File: src/design/spd_pkg.sv
// Shared constants, types and codes for the squared-distance point sorter.
package spd_pkg;

    localparam int MAX_POINTS = 32;
    localparam int COORD_W    = 24;
    localparam int ID_W       = 16;
    localparam int DIST_W     = 50;
    localparam int IDX_W      = $clog2(MAX_POINTS);
    localparam int CNT_W      = $clog2(MAX_POINTS + 1);
    localparam int MAG_W      = COORD_W + 1;
    localparam int SQ_W       = 2 * MAG_W;
    localparam int SUM_W      = (SQ_W + 2 > DIST_W + 1) ? SQ_W + 2 : DIST_W + 1;
    localparam int CFG_IDX_W  = 2;

    localparam logic [CFG_IDX_W-1:0] REG_ORIGIN_X = CFG_IDX_W'(0);
    localparam logic [CFG_IDX_W-1:0] REG_ORIGIN_Y = CFG_IDX_W'(1);
    localparam logic [CFG_IDX_W-1:0] REG_ORIGIN_Z = CFG_IDX_W'(2);

    localparam logic [DIST_W-1:0] DIST_MAX = '1;

    typedef struct packed {
        logic [ID_W-1:0]           id;
        logic signed [COORD_W-1:0] x;
        logic signed [COORD_W-1:0] y;
        logic signed [COORD_W-1:0] z;
    } t_point;

    typedef struct packed {
        t_point            pt;
        logic [DIST_W-1:0] dist_sq;
    } t_entry;

    typedef struct packed {
        logic insert;
        logic shift;
    } t_cell_ctl;

    localparam int POINT_W = $bits(t_point);

endpackage

File: src/design/spd_cell.sv
// One cell of the insertion-sort chain: holds one entry, inserts or shifts toward the head.
module spd_cell
    import spd_pkg::*;
(
    input  logic      i_clk,
    input  logic      i_rst_n,
    input  t_cell_ctl i_ctl,
    input  t_entry    i_new,
    input  logic      i_prev_valid,
    input  logic      i_prev_keep,
    input  t_entry    i_prev,
    input  logic      i_next_valid,
    input  t_entry    i_next,
    output logic      o_valid,
    output logic      o_keep,
    output t_entry    o_entry
);

    logic   r_valid, n_valid;
    t_entry r_entry, n_entry;
    logic   keep;

    // equal distances stay ahead of the newcomer
    assign keep = r_valid && (r_entry.dist_sq <= i_new.dist_sq);

    always_comb begin
        n_valid = r_valid;
        n_entry = r_entry;
        if (i_ctl.shift) begin
            n_valid = i_next_valid;
            n_entry = i_next;
        end else if (i_ctl.insert && !keep) begin
            if (i_prev_keep) begin
                n_valid = 1'b1;
                n_entry = i_new;
            end else begin
                n_valid = i_prev_valid;
                n_entry = i_prev;
            end
        end
    end

    always_ff @(posedge i_clk) begin
        if (!i_rst_n) begin
            r_valid <= 1'b0;
        end else begin
            r_valid <= n_valid;
        end
        r_entry <= n_entry;
    end

    assign o_valid = r_valid;
    assign o_keep  = keep;
    assign o_entry = r_entry;

endmodule

File: config.mk
export PLATFORM = sky130hd
export DESIGN_NAME = spd_cell
export DESIGN_NICKNAME = d
export VERILOG_FILES = /design/src/design/spd_pkg.sv /design/src/design/spd_cell.sv
export SDC_FILE = /design/constraint.sdc
export NUM_CORES = 1
export LEC_CHECK = 0
export ABC_AREA = 1
export BUFFER_PORTS_ARGS = -buffer_cell sky130_fd_sc_hd__buf_2
export CAP_MARGIN = 0
export CORE_AREA = 2 2 219 221
export CTS_BUF_LIST = sky130_fd_sc_hd__clkbuf_8 sky130_fd_sc_hd__clkbuf_16
export DETAILED_ROUTE_END_ITERATION = 8
export DIE_AREA = 0 0 221 223
export GPL_TIMING_DRIVEN = 0
export HOLD_SLACK_MARGIN = 0.03
export PLACE_DENSITY = 0.49
export SLEW_MARGIN = 20
export SYNTH_ARGS = -nofsm -noshare
export SYNTH_HDL_FRONTEND = slang
export SYNTH_SLANG_ARGS = --single-unit
File: constraint.sdc
create_clock -name i_clk -period 4.8 [get_ports i_clk]
set_input_delay 0.96 -clock i_clk [delete_from_list [all_inputs] [get_ports i_clk]]
set_output_delay 0.96 -clock i_clk [all_outputs]
set_load 0.02 [all_outputs]
Word level (Yosys, flattened, before mapping)
Index checks and enable logic that the tools add are counted.
- add/subtract/negate cells: 0
- multiply operators: 0
- div/mod/pow operators: 0
- magnitude comparators: 1
- eq/ne operators: 0
- shift operators: 0
- muxes and demuxes: 6
- bitwise logic cells: 0
- reduce and logical (&&, ||, !) cells: 4
- operator list (cell ; number):
    $mux W138 ; 3
    $le A50 B50 Y1 ; 1
    $mux W1 ; 3
    $logic_and A1 B1 Y1 ; 2
    $reduce_bool A2 Y1 ; 1
    $logic_not A1 Y1 ; 1
- register bits: 139
- bits in latches: 0
- RAM bits: 0
- ROM bits: 0
- input bits: 421
- output and inout bits: 140
- logic and storage cells: 17
- memories: 0

Logic depth before layout (Yosys ltp)
- word-level depth: 6
- mapped depth: 17
- gate-level depth less buffers: 17

Worst setup path after synthesis
No wires, ideal clock.
- kind: input-to-reg
- start: in i_new[29] in the netlist's numbering
- end: reg r_entry, in the netlist o_entry[0] (enable)
- library setup time: 0.439 ns
- arrival: 3.677 ns
- required time: 4.361 ns
- setup slack: 0.684 ns
- stages on the path: 14
- path buffers: 0
- path through: inv_1 ha_1 nand2_1 inv_1 nand3_1 nor3_2 nand2_1 nor2_2 nand2_1 nand3_1 nand2_1 nand2_1 nand2_1 nand2_2
- cells in the longest elaborated chain, start to end: 5
- ends and longest elaborated chain (what ; line ; source):
    start: declaration ; spd_cell.sv:8 ; input t_entry i_new,
    $le A50 B50 Y1 ; spd_cell.sv:24 ; assign keep = r_valid && (r_entry.dist_sq <= i_new.dist_sq);
    $logic_and A1 B1 Y1 ; spd_cell.sv:24 ;
    $logic_not A1 Y1 ; spd_cell.sv:32 ; end else if (i_ctl.insert && !keep) begin
    $logic_and A1 B1 Y1 ; spd_cell.sv:32 ;
    $reduce_bool A2 Y1 (no source line) ; n/a ;
    end signal: assignment ; spd_cell.sv:49 ; r_entry <= n_entry;
    end: declaration ; spd_cell.sv:20 ; t_entry r_entry, n_entry;
Every way passes these cells.
A chain may end at the register's enable or synchronous reset.

Final worst setup path
- start: in i_new[49] in the netlist's numbering
- end: out o_keep
- cells in the longest elaborated chain, start to end: 2
- ends and longest elaborated chain (what ; line ; source):
    $le A50 B50 Y1 ; spd_cell.sv:24 ;
    $logic_and A1 B1 Y1 ; spd_cell.sv:24 ;
    end: declaration ; spd_cell.sv:15 ; output logic o_keep,
Every way passes these cells.

==> metrics <==
clock sinks 139; Worst EP required 3840 ps; max_cap viols 0; Avg WL per Cell 17.8 µm; Vias/cell 4.30; largest family of logic cells by synthesized area compound AO/OA/AOI/OAI gates; die width 221 µm; register-to-register setup slack 1360 ps; Avg Cell Area, Syn 8.39 µm²; dpl hpwl 31,800 µm; largest net degree at the start of global routing 73; cts hold-fix bufs 0; cells on worst reg2reg path 10; routing usage on met3 5.07%; DRT iter0 DRCs 431; Max Slew Vio Count 0; Clock power frac 36.7%; Max Buffers Root-to-Sink 2; Worst-path clk slew 60 ps; RSZ-0062 raised after global routing no; CTS Buf Count 17; timing-limited maximum frequency 0.258 GHz; clock latency on the worst-skew pair 480 ps; Synth-to-Final Area Change 51.4%; Core ar. 47,100 µm²; FF+latch area 4160 µm²; Layout fillers 5,225; nets 2,035; startpoint types input pin; met2 usage 26.6%; combinational power share 24.4%; H-tree depth 4; first-pass GRT wire length 56,800 µm; Tcrit/Tclk final 80.8%; vias in the first global route 9,479; Synth Register Bits 139; Netlist Area Pre-Place 8260 µm²; hold_ws 575 ps; Crit. End Element output pin; DRT Pass-1 Iters 6; initial antenna violation count 7; VDD IR max 190 µV; Post-DRT Antenna Nets 0; port bufs 559; final core utilization 26.5%; placed cell areas 11,900 µm²; CP max FO 3; Worst Path Arrival 2920 ps; Crit Path Class in2out; Root Buffer clkbuf_16; layout cells sized above 1 38.8%; pwr dens 316 nW/µm²; min-delay src o_valid; busiest layer in global routing met2; Reg-to-Reg End o_entry[123]; Seq pwr share 38.9%; synthesized net count 1,456; Hold Crit Class reg2reg; Synth Area in Compound Gates 19.1%; Slew HR 32.2%; Synthesis Warnings 0; hold path depth 2; P_sw 0.00124 W; ys async rst share 0%; clock skew 14.3 ps; Synth Area in Simple Gates 16.9%; terminating pin of the worst hold path o_valid; Worst R2R Start o_entry[49]; Die Ht 223 µm; Final min period 3880 ps; Worst-Margin Slew 1020 ps; Syn Inst Count 985; Core Rows 80; Setup Buffers After CTS 0; final hold violation count 0; IO Count 561; total routed wirelength 39,100 µm; status finished clean; Synth cell types 27; CTS tree built; met1 global-route usage 17.7%; Synth Area in XOR/XNOR 0%; mux contribution to synthesized area 0%; cell internal pwr 0.00271 W; Starting Density 17.5%; Pleak 5.97 nW; post_cts resized 0; Seq/Total Area, Yosys 50.4%; fin cells 2,196; drt drc 0; placed insts 2,160; predominant post-synthesis flop cell edfxtp_1; post-synthesis adder-cell area fraction 7.57%; Final Setup Violations 0; Vias 9,446; Tot GR Track Use 15.6%; grt ovf 0; final instance area 12,500 µm²; Placer Congestion 0.959; Sw Share 31.4%; Post-synth EDFFs 138; area occupied by multi-input gates 3610 µm²; die area 49,300 µm²
per-stage QoR:
step / setup WS, ps / setup TNS, ps / power, W
floorplan: 684 / 0 / 0.00206
global placement: -1150 / -155580 / 0.00254
detailed placement: 643 / 0 / 0.00254
CTS: 937 / 0 / 0.00404
global route: 887 / 0 / 0.00416
finish: 919 / 0 / 0.00395
routing by layer:
metal,wire [µm],part of all wire (%),vias up
met2,19400,50,446
met1,15600,40,4382
met3,2830,7.2,62
li1,-,-,4546
met4,1210,3.1,10
met5,71,0.18,-
cell usage in the layout (no fill, tap or decap), drive strengths merged, types with 2 or more instances in the layout:
master,netlist,final
buf,25,585
a21oi,296,296
nand4,2,2
nor3,4,4
a21o,4,4
nand3,8,8
o21bai,2,2
o21ai,3,3
edfxtp,138,138
clkinv,1,6
bufinv,0,4
ha,50,50
clkbuf,36,53
nand2,194,194
clkinvlp,0,2
diode,0,5
o21a,2,2
inv,64,67
nor2,152,152
state kept, by name, indices dropped and copies added (netlist names):
name and count:
o_entry 138, o_valid 1
synth_stat cells, types with 2 or more instances:
cell	number	area [µm²]
a21o_1	4	30.0
a21oi_1	295	1480
buf_1	10	37.5
buf_2	14	70.1
clkbuf_1	36	135
edfxtp_1	138	4140
ha_1	50	626
inv_1	64	240
nand2_1	193	724
nand3_1	8	40.0
nor2_1	151	567
nor3_1	2	10.0
nor3_2	2	20.0
o21a_1	2	15.0
o21ai_0	3	15.0
o21bai_1	2	15.0
power groups by stage:
stage	Combinational [W]	Clock, W	Sequential, W
after global routing	0.00106	0.00155	0.00155
after global placement	0.000961	0	0.00157
after detailed placement	0.000972	0	0.00157
final	0.000964	0.00145	0.00154
after CTS	0.000977	0.00152	0.00154
after floorplan	0.000333	0	0.00172
logic make-up after synthesis:
kind of cell / count (synthesis)
AO/OA/AOI/OAI: 309
adder cells (fa/ha/maj): 50
buffers and inverters: 126
flip-flops: 139
AND/OR/NAND/NOR: 361
critical path: stages:
cell and delay, ps:
buf_2 120, inv_1 50, ha_1 320, nand4_2 200
nor4_1 670, nand2_1 150, nand3_1 110, nand2_1 80
nand2_1 90, inv_1 40, buf_2 150
cell type report:
class / count / share of cell area, %
antenna: 5 / 0.100
buffer: 61 / 2.04
clock buffer: 17 / 3.40
clock inverter: 14 / 1.56
inverter: 65 / 1.95
multi-input combinational: 720 / 28.9
sequential: 139 / 33.3
tap: 615 / 6.15
timing repair buffer: 560 / 22.6
worst max path at each step:
stage / start / end / slack, ps
final: i_new[49] / o_keep / 920
after global routing: i_new[49] / o_keep / 890
after CTS: i_new[49] / o_keep / 940
after detailed placement: i_new[49] / o_entry[115] / 640
after global placement: i_new[49] / o_entry[69] / -1150
after floorplan: i_new[29] / o_entry[0] / 680
(Power assumes the default switching activity.)
