**src/design/spd_pkg.sv**
```systemverilog
// Shared constants, types and codes for the squared-distance point sorter.
package spd_pkg;

    localparam int MAX_POINTS = 32;
    localparam int COORD_W    = 24;
    localparam int ID_W       = 16;
    localparam int DIST_W     = 50;
    localparam int IDX_W      = $clog2(MAX_POINTS);
    localparam int CNT_W      = $clog2(MAX_POINTS + 1);
    localparam int MAG_W      = COORD_W + 1;
    localparam int SQ_W       = 2 * MAG_W;
    localparam int SUM_W      = (SQ_W + 2 > DIST_W + 1) ? SQ_W + 2 : DIST_W + 1;
    localparam int CFG_IDX_W  = 2;

    localparam logic [CFG_IDX_W-1:0] REG_ORIGIN_X = CFG_IDX_W'(0);
    localparam logic [CFG_IDX_W-1:0] REG_ORIGIN_Y = CFG_IDX_W'(1);
    localparam logic [CFG_IDX_W-1:0] REG_ORIGIN_Z = CFG_IDX_W'(2);

    localparam logic [DIST_W-1:0] DIST_MAX = '1;

    typedef struct packed {
        logic [ID_W-1:0]           id;
        logic signed [COORD_W-1:0] x;
        logic signed [COORD_W-1:0] y;
        logic signed [COORD_W-1:0] z;
    } t_point;

    typedef struct packed {
        t_point            pt;
        logic [DIST_W-1:0] dist_sq;
    } t_entry;

    typedef struct packed {
        logic insert;
        logic shift;
    } t_cell_ctl;

    localparam int POINT_W = $bits(t_point);

endpackage

```
**src/design/spd_dist.sv**
```systemverilog
// Three-stage squared-distance pipeline: abs differences, squares, saturating sum.
module spd_dist
    import spd_pkg::*;
(
    input  logic                      i_clk,
    input  logic                      i_rst_n,
    input  logic                      i_valid,
    input  t_point                    i_point,
    input  logic signed [COORD_W-1:0] i_org_x,
    input  logic signed [COORD_W-1:0] i_org_y,
    input  logic signed [COORD_W-1:0] i_org_z,
    output logic                      o_valid,
    output t_entry                    o_entry,
    output logic                      o_busy
);

    function automatic logic [MAG_W-1:0] abs_diff(logic [COORD_W-1:0] a,
                                                  logic [COORD_W-1:0] b);
        logic [MAG_W-1:0] d;
        d = {a[COORD_W-1], a} - {b[COORD_W-1], b};
        return d[MAG_W-1] ? (~d + 1'b1) : d;
    endfunction

    logic             r_v1, r_v2, r_v3;
    t_point           r_pt1, r_pt2;
    t_entry           r_entry3;
    logic [MAG_W-1:0] r_mag_x, r_mag_y, r_mag_z;
    logic [SQ_W-1:0]  r_sq_x, r_sq_y, r_sq_z;
    logic [SUM_W-1:0] n_sum;
    logic [DIST_W-1:0] n_dist;

    always_comb begin
        n_sum  = SUM_W'(r_sq_x) + SUM_W'(r_sq_y) + SUM_W'(r_sq_z);
        n_dist = (n_sum > SUM_W'(DIST_MAX)) ? DIST_MAX : DIST_W'(n_sum);
    end

    always_ff @(posedge i_clk) begin
        if (!i_rst_n) begin
            r_v1 <= 1'b0;
            r_v2 <= 1'b0;
            r_v3 <= 1'b0;
        end else begin
            r_v1 <= i_valid;
            r_v2 <= r_v1;
            r_v3 <= r_v2;
        end
        r_pt1   <= i_point;
        r_mag_x <= abs_diff(i_point.x, i_org_x);
        r_mag_y <= abs_diff(i_point.y, i_org_y);
        r_mag_z <= abs_diff(i_point.z, i_org_z);
        r_pt2   <= r_pt1;
        r_sq_x  <= SQ_W'(r_mag_x) * SQ_W'(r_mag_x);
        r_sq_y  <= SQ_W'(r_mag_y) * SQ_W'(r_mag_y);
        r_sq_z  <= SQ_W'(r_mag_z) * SQ_W'(r_mag_z);
        r_entry3.pt      <= r_pt2;
        r_entry3.dist_sq <= n_dist;
    end

    assign o_valid = r_v3;
    assign o_entry = r_entry3;
    assign o_busy  = r_v1 | r_v2 | r_v3;

endmodule

```
**config.mk**
```make
export PLATFORM = sky130hd
export DESIGN_NAME = spd_dist
export DESIGN_NICKNAME = d
export VERILOG_FILES = /design/src/design/spd_pkg.sv /design/src/design/spd_dist.sv
export SDC_FILE = /design/constraint.sdc
export NUM_CORES = 2
export LEC_CHECK = 0
export ABC_AREA = 1
export BUFFER_PORTS_ARGS = -buffer_cell sky130_fd_sc_hd__buf_4
export CORE_MARGIN = 1.5
export CORE_UTILIZATION = 40
export DETAILED_ROUTE_END_ITERATION = 10
export PLACE_DENSITY = 0.55
export SLEW_MARGIN = 20
export SYNTH_ARGS = -nofsm -noshare
export SYNTH_HDL_FRONTEND = slang
export SYNTH_SLANG_ARGS = --single-unit
export TNS_END_PERCENT = 50
```
**constraint.sdc**
```tcl
create_clock -name i_clk -period 11.5 [get_ports i_clk]
set_input_delay 1.725 -clock i_clk [delete_from_list [all_inputs] [get_ports i_clk]]
set_output_delay 1.725 -clock i_clk [all_outputs]
set_load 0.02 [all_outputs]
```
## Word level (Yosys, flattened, before mapping)

Index checks and enable logic that the tools add are counted.
W data, S select, Z words.

- Bits in registers: 542
- Logic and storage cells: 45
- Input port bits: 163

- Add/subtract/negate cells: 8
- Multipliers: 3
- Multiplexer cells: 3
- Order comparisons: 1
- Bitwise gates (word level): 5

Operator list:

| operator | number |
|---|---|
| $mul A25 B25 Y50 | 3 |
| $add A25 B1 Y25 const B | 3 |
| $not A25 Y25 | 3 |
| $sub A24 B24 Y25 | 3 |
| $mux W24 | 3 |
| $add A51 B50 Y52 | 1 |
| $gt A52 B50 Y1 const B | 1 |
| $add A50 B50 Y51 | 1 |
| $or A1 B1 Y1 | 2 |

## Depth between registers and ports, before layout

- Depth in word-level cells: 4
- Mapped depth: 31
- Depth with buffers taken out: 29

## Worst setup path before layout

Ideal clock, no wire load.

- Kind: flip-flop to flip-flop
- From: register r_mag_x[3]
- To: register r_sq_x[37]
- Setup slack: 5,216 ps
- Data arrival time: 6,165 ps
- Stages on the path, launching flop included: 27
- Library setup time: 119 ps
- Cell sequence: dfxtp_1 -> clkbuf_1 -> clkbuf_1 -> nand2_1 -> fa_1 -> inv_1 -> fa_1 -> inv_1 -> fa_1 -> inv_1 -> fa_1 -> inv_1 -> fa_1 -> inv_1 -> fa_1 -> inv_1 -> fa_1 -> inv_1 -> ha_1 -> nand2_1 -> nor2_1 -> inv_1 -> nor4_1 -> a21oi_1 -> nor3_1 -> nor2_1 -> xnor2_1

- Cells in the longest elaborated chain, start to end: 1

RTL lines:

| item | line | text |
|---|---|---|
| start, declared | spd_dist.sv:27 | `logic [MAG_W-1:0] r_mag_x, r_mag_y, r_mag_z;` |
| start signal, assigned | spd_dist.sv:48 | `r_mag_x <= abs_diff(i_point.x, i_org_x);` |
| $mul A25 B25 Y50 | spd_dist.sv:52 | `r_sq_x <= SQ_W'(r_mag_x) * SQ_W'(r_mag_x);` |
| end signal, assigned | spd_dist.sv:52 |  |
| end, declared | spd_dist.sv:28 | `logic [SQ_W-1:0] r_sq_x, r_sq_y, r_sq_z;` |

Every way passes these cells.
A chain may end at the register's enable or synchronous reset.

## Final worst setup path

- From: register r_mag_z[2]
- To: register r_sq_z[40]

- Cells in the longest elaborated chain, start to end: 1

RTL lines:

| item | line | text |
|---|---|---|
| start, declared | spd_dist.sv:27 |  |
| start signal, assigned | spd_dist.sv:50 | `r_mag_z <= abs_diff(i_point.z, i_org_z);` |
| $mul A25 B25 Y50 | spd_dist.sv:54 | `r_sq_z <= SQ_W'(r_mag_z) * SQ_W'(r_mag_z);` |
| end signal, assigned | spd_dist.sv:54 |  |
| end, declared | spd_dist.sv:28 |  |

Every way passes these cells.

==> qor.csv <==
stage;metric;value;unit
place;detailedPlace.worstSlack;4.15;ns
yosys;synthSimpleGateAreaFrac;13.7;%
yosys;synth_xor_xnor_area_share;3.28;%
critical_path;crit_path_max_fanout;25;
clock_network;post_cts_resize_count;0;
global_routing;grt_max_degree;51;
timing;fin_tns_setup;0;ns
timing;post-route-worst-setup-slack;4.34;ns
yosys;synthesis.instances;9364;
yosys;fraction_of_the_mapped_netlist_area_in_compound_gates;5.08;%
clock_network;htree_num_levels;3;
place;gp_congestion;0.939;
timing;final-hold-violation-count;0;
route;drt_pass1_iterations;6;
yosys;avg_cell_area_syn;8.22;um^2
global_routing;grt_first_pass_wirelength;337;mm
timing;holdWs;0.323;ns
critical_path;cp-start-kind;flop;
yosys;synth.distinct_cells;51;
timing;timing.fmax;0.140;GHz
run;max_cap_viol_count;0;
final_layout;final_core_util;44.3;%
yosys;synth_fa_ha_area_share;48.8;%
yosys;synth_ff_type;sky130_fd_sc_hd__dfxtp_1;
clock_network;numCtsBuffers;70;
route;drt_drc_violations_left;0;
timing;unrepaired_setup_endpoints_after_global_routing;false;
global_routing;track_usage;21.8;%
global_routing;vias_in_the_first_global_route;62810;
timing;period_minus_slack;7.16;ns
floorplanning;fp.dieW;442;um
global_routing;grt_remaining_overflow;0;
run_status;outcome;finished clean;
yosys;synth_async_sr_flop_share;0;%
global_routing;number_of_antenna_violations_at_the_first_check_in_global_routing;4;
clock_network;clock_tree_from_tritoncts;yes;
yosys;ys_seq_area_share;14.0;%
place;dp_hpwl;175;mm
yosys;synth_area_leader_cell;sky130_fd_sc_hd__fa_1;
final_layout;seqCellArea;10800;um^2
clock_network;max-clock-path-buffers;3;
clock_network;clockRootBuffer;sky130_fd_sc_hd__clkbuf_16;
floorplanning;die-height;442;um
timing;setup_violations;0;
yosys;synth_edf_count;0;
critical_path;setup.worst_path.class;reg2reg;
critical_path;required;12.13;ns
hold_path;min_path_type;reg2reg;
timing;fin_skew;0.0460;ns
yosys;synth_mux_area_share;0;%
floorplanning;std_cell_rows;160;
floorplanning;core-area;191000;um^2
final_layout;area_delta_synth_final;9.67;%
timing;slew_viol_final;0;
clock_network;clock_insertion_delay_worst_skew;0.71;ns
yosys;synth_top_family_by_area;adder cells;
final_layout;number_of_inserted_filler_cells_in_the_final_layout;19173;
final_layout;drive_gt1_share;5.68;%
yosys;synth_top_area_share;37.7;%
final_layout;multiInputGateArea;54600;um^2
route;routed_via_density;4.73;
route;wl_per_cell;17.1;um
route;num_vias;57463;
yosys;synthTopCellsByCount;sky130_fd_sc_hd__inv_1 (2,851), sky130_fd_sc_hd__nand2_1 (1,786), sky130_fd_sc_hd__fa_1 (1,451), sky130_fd_sc_hd__ha_1 (684), sky130_fd_sc_hd__dfxtp_1 (539);
route;ant_nets;0;
clock_network;clkSlewWorstSetupHoldPaths;0.06;ns
yosys;synth-seq-cells;539;
yosys;syn-cell-area;77000;um^2
timing;slew_at_the_pin_with_the_worst_max_slew_slack;1.15;ns
yosys;yosys_warnings;0;
clock_network;postCtsSetupRepairBufs;0;
critical_path;critical_path_arrival;7.78;ns
place;port_buffers;302;
floorplanning;floorplan.initialDensity;40.4;%
timing;finalCritPeriodShare;62.3;%
yosys;synth_most_common_cell;sky130_fd_sc_hd__inv_1;
clock_network;cts.sink_count;539;
timing;maxSlewHeadroom;23.3;%
clock_network;ctsHoldBuffers;0;
final_layout;final_nets;11877;
floorplanning;ios;303;
critical_path;critPathCaptureType;flop;
yosys;synth_area_leaders;sky130_fd_sc_hd__fa_1 (38%), sky130_fd_sc_hd__dfxtp_1 (14%), sky130_fd_sc_hd__inv_1 (14%);
floorplanning;die_area;195000;um^2
route;detailed_route_wire_length;208;mm
route;drtIter0Drc;3008;
-- layout by cell type, fill, tap and decap left out, drive strengths merged --
| cell | n |
|---|---|
| or3 | 1 |
| nor4 | 14 |
| clkinv | 15 |
| buf | 369 |
| clkbuf | 84 |
| and2 | 7 |
| nand3b | 18 |
| conb | 3 |
| o21ai | 207 |
| a31oi | 31 |
| xnor2 | 113 |
| nor3b | 2 |
| a221oi | 2 |
| a21oi | 351 |
| nor2 | 426 |
| clkinvlp | 5 |
| o21bai | 26 |
| o31ai | 3 |
| ha | 684 |
| a21o | 23 |
| or2 | 6 |
| fa | 1451 |
| inv | 2873 |
| nand2 | 1794 |
| xor2 | 173 |
| o2111ai | 4 |
| a21boi | 15 |
| a211oi | 5 |
| nand4 | 53 |
| and3 | 6 |
| diode | 1 |
| o221ai | 3 |
| dfxtp | 539 |
| nand3 | 240 |
| o211ai | 6 |
| o311ai | 1 |
| bufinv | 6 |
| nor3 | 44 |
| o21a | 30 |
-- per-layer routing --
| layer | vias to the layer above | global-route usage, % | wire, um |
|---|---|---|---|
| met5 | - | 0 | 0 |
| met4 | 0 | 6.75 | 6720 |
| met3 | 264 | 2.38 | 8730 |
| met2 | 1281 | 37.5 | 100000 |
| met1 | 28339 | 28.7 | 91900 |
| li1 | 27579 | - | - |
-- worst max-delay path, stage by stage, from the launching register on --
cell                      delay, ns
sky130_fd_sc_hd__dfxtp_1       1.08
sky130_fd_sc_hd__nand2_1       0.29
sky130_fd_sc_hd__fa_1          0.59
sky130_fd_sc_hd__inv_1         0.06
sky130_fd_sc_hd__fa_1          0.53
sky130_fd_sc_hd__inv_1         0.06
sky130_fd_sc_hd__fa_1          0.49
sky130_fd_sc_hd__fa_1          0.51
sky130_fd_sc_hd__inv_1         0.06
sky130_fd_sc_hd__fa_1          0.49
sky130_fd_sc_hd__fa_1          0.49
sky130_fd_sc_hd__inv_1         0.04
sky130_fd_sc_hd__fa_1          0.47
sky130_fd_sc_hd__inv_1         0.04
sky130_fd_sc_hd__ha_1          0.42
sky130_fd_sc_hd__nand2_1       0.14
sky130_fd_sc_hd__nor2_1        0.15
sky130_fd_sc_hd__inv_1         0.09
sky130_fd_sc_hd__nor2_1        0.17
sky130_fd_sc_hd__nand2_1       0.08
sky130_fd_sc_hd__nand2_1       0.06
sky130_fd_sc_hd__a21oi_1       0.06
sky130_fd_sc_hd__o21ai_0       0.32
sky130_fd_sc_hd__nand3_1       0.13
sky130_fd_sc_hd__nand2_1       0.12
sky130_fd_sc_hd__xor2_1        0.14
-- final cells by class --
class | instances | share of cell area [%]
Inverter | 2857 | 12.7
Timing Repair Buffer | 369 | 3.28
Clock buffer | 84 | 2.24
Antenna cell | 1 | 0.00296
Multi-Input combinational cell | 5742 | 64.6
Sequential cell | 539 | 12.8
Clock inverter | 42 | 0.627
Tap cell | 2511 | 3.72
-- flip-flops by register name, indices dropped and copies added (netlist names) --
signal and count:
r_mag_z 25, o_entry 138, r_pt1 88, r_pt2 88, r_sq_x 49, r_mag_x 25, r_sq_z 49, r_mag_y 25
o_valid 1, r_sq_y 49, r_v2 1, r_v1 1
-- kinds of logic (layout without fill, tap and decap cells) --
logic type      count (synthesis)  count (layout)
buf+inv                      3084            3352
simple gates                 2611            2611
fa+ha+maj                    2135            2135
compound gates                707             707
flops                         539             539
xor+xnor                      286             286
other cells                     2               4
-- worst paths after layout --
| kind | from | to | slack (ns) | cells after the start |
|---|---|---|---|---|
| worst max-delay path | r_mag_z[2]$_DFF_P_ | r_sq_z[40]$_DFF_P_ | 4.34 | 25 |
| worst min-delay path | r_pt1[31]$_DFF_P_ | r_pt2[31]$_DFF_P_ | 0.32 | 0 |
| worst max register to register | r_mag_z[2]$_DFF_P_ | r_sq_z[40]$_DFF_P_ | 4.34 | 25 |
| worst min register to register | r_pt1[31]$_DFF_P_ | r_pt2[31]$_DFF_P_ | 0.32 | 0 |
-- stage by stage --
stage	std cells	instance area, um^2
floorplan	9365	77000
global placement	12018	82000
detailed placement	12018	82000
CTS	12144	84400
global route	12144	84500
finish	12145	84500
Power is left out: the tool's default activity adds up to more than one toggle a clock period on the data nets, which glitch-free logic cannot reach.
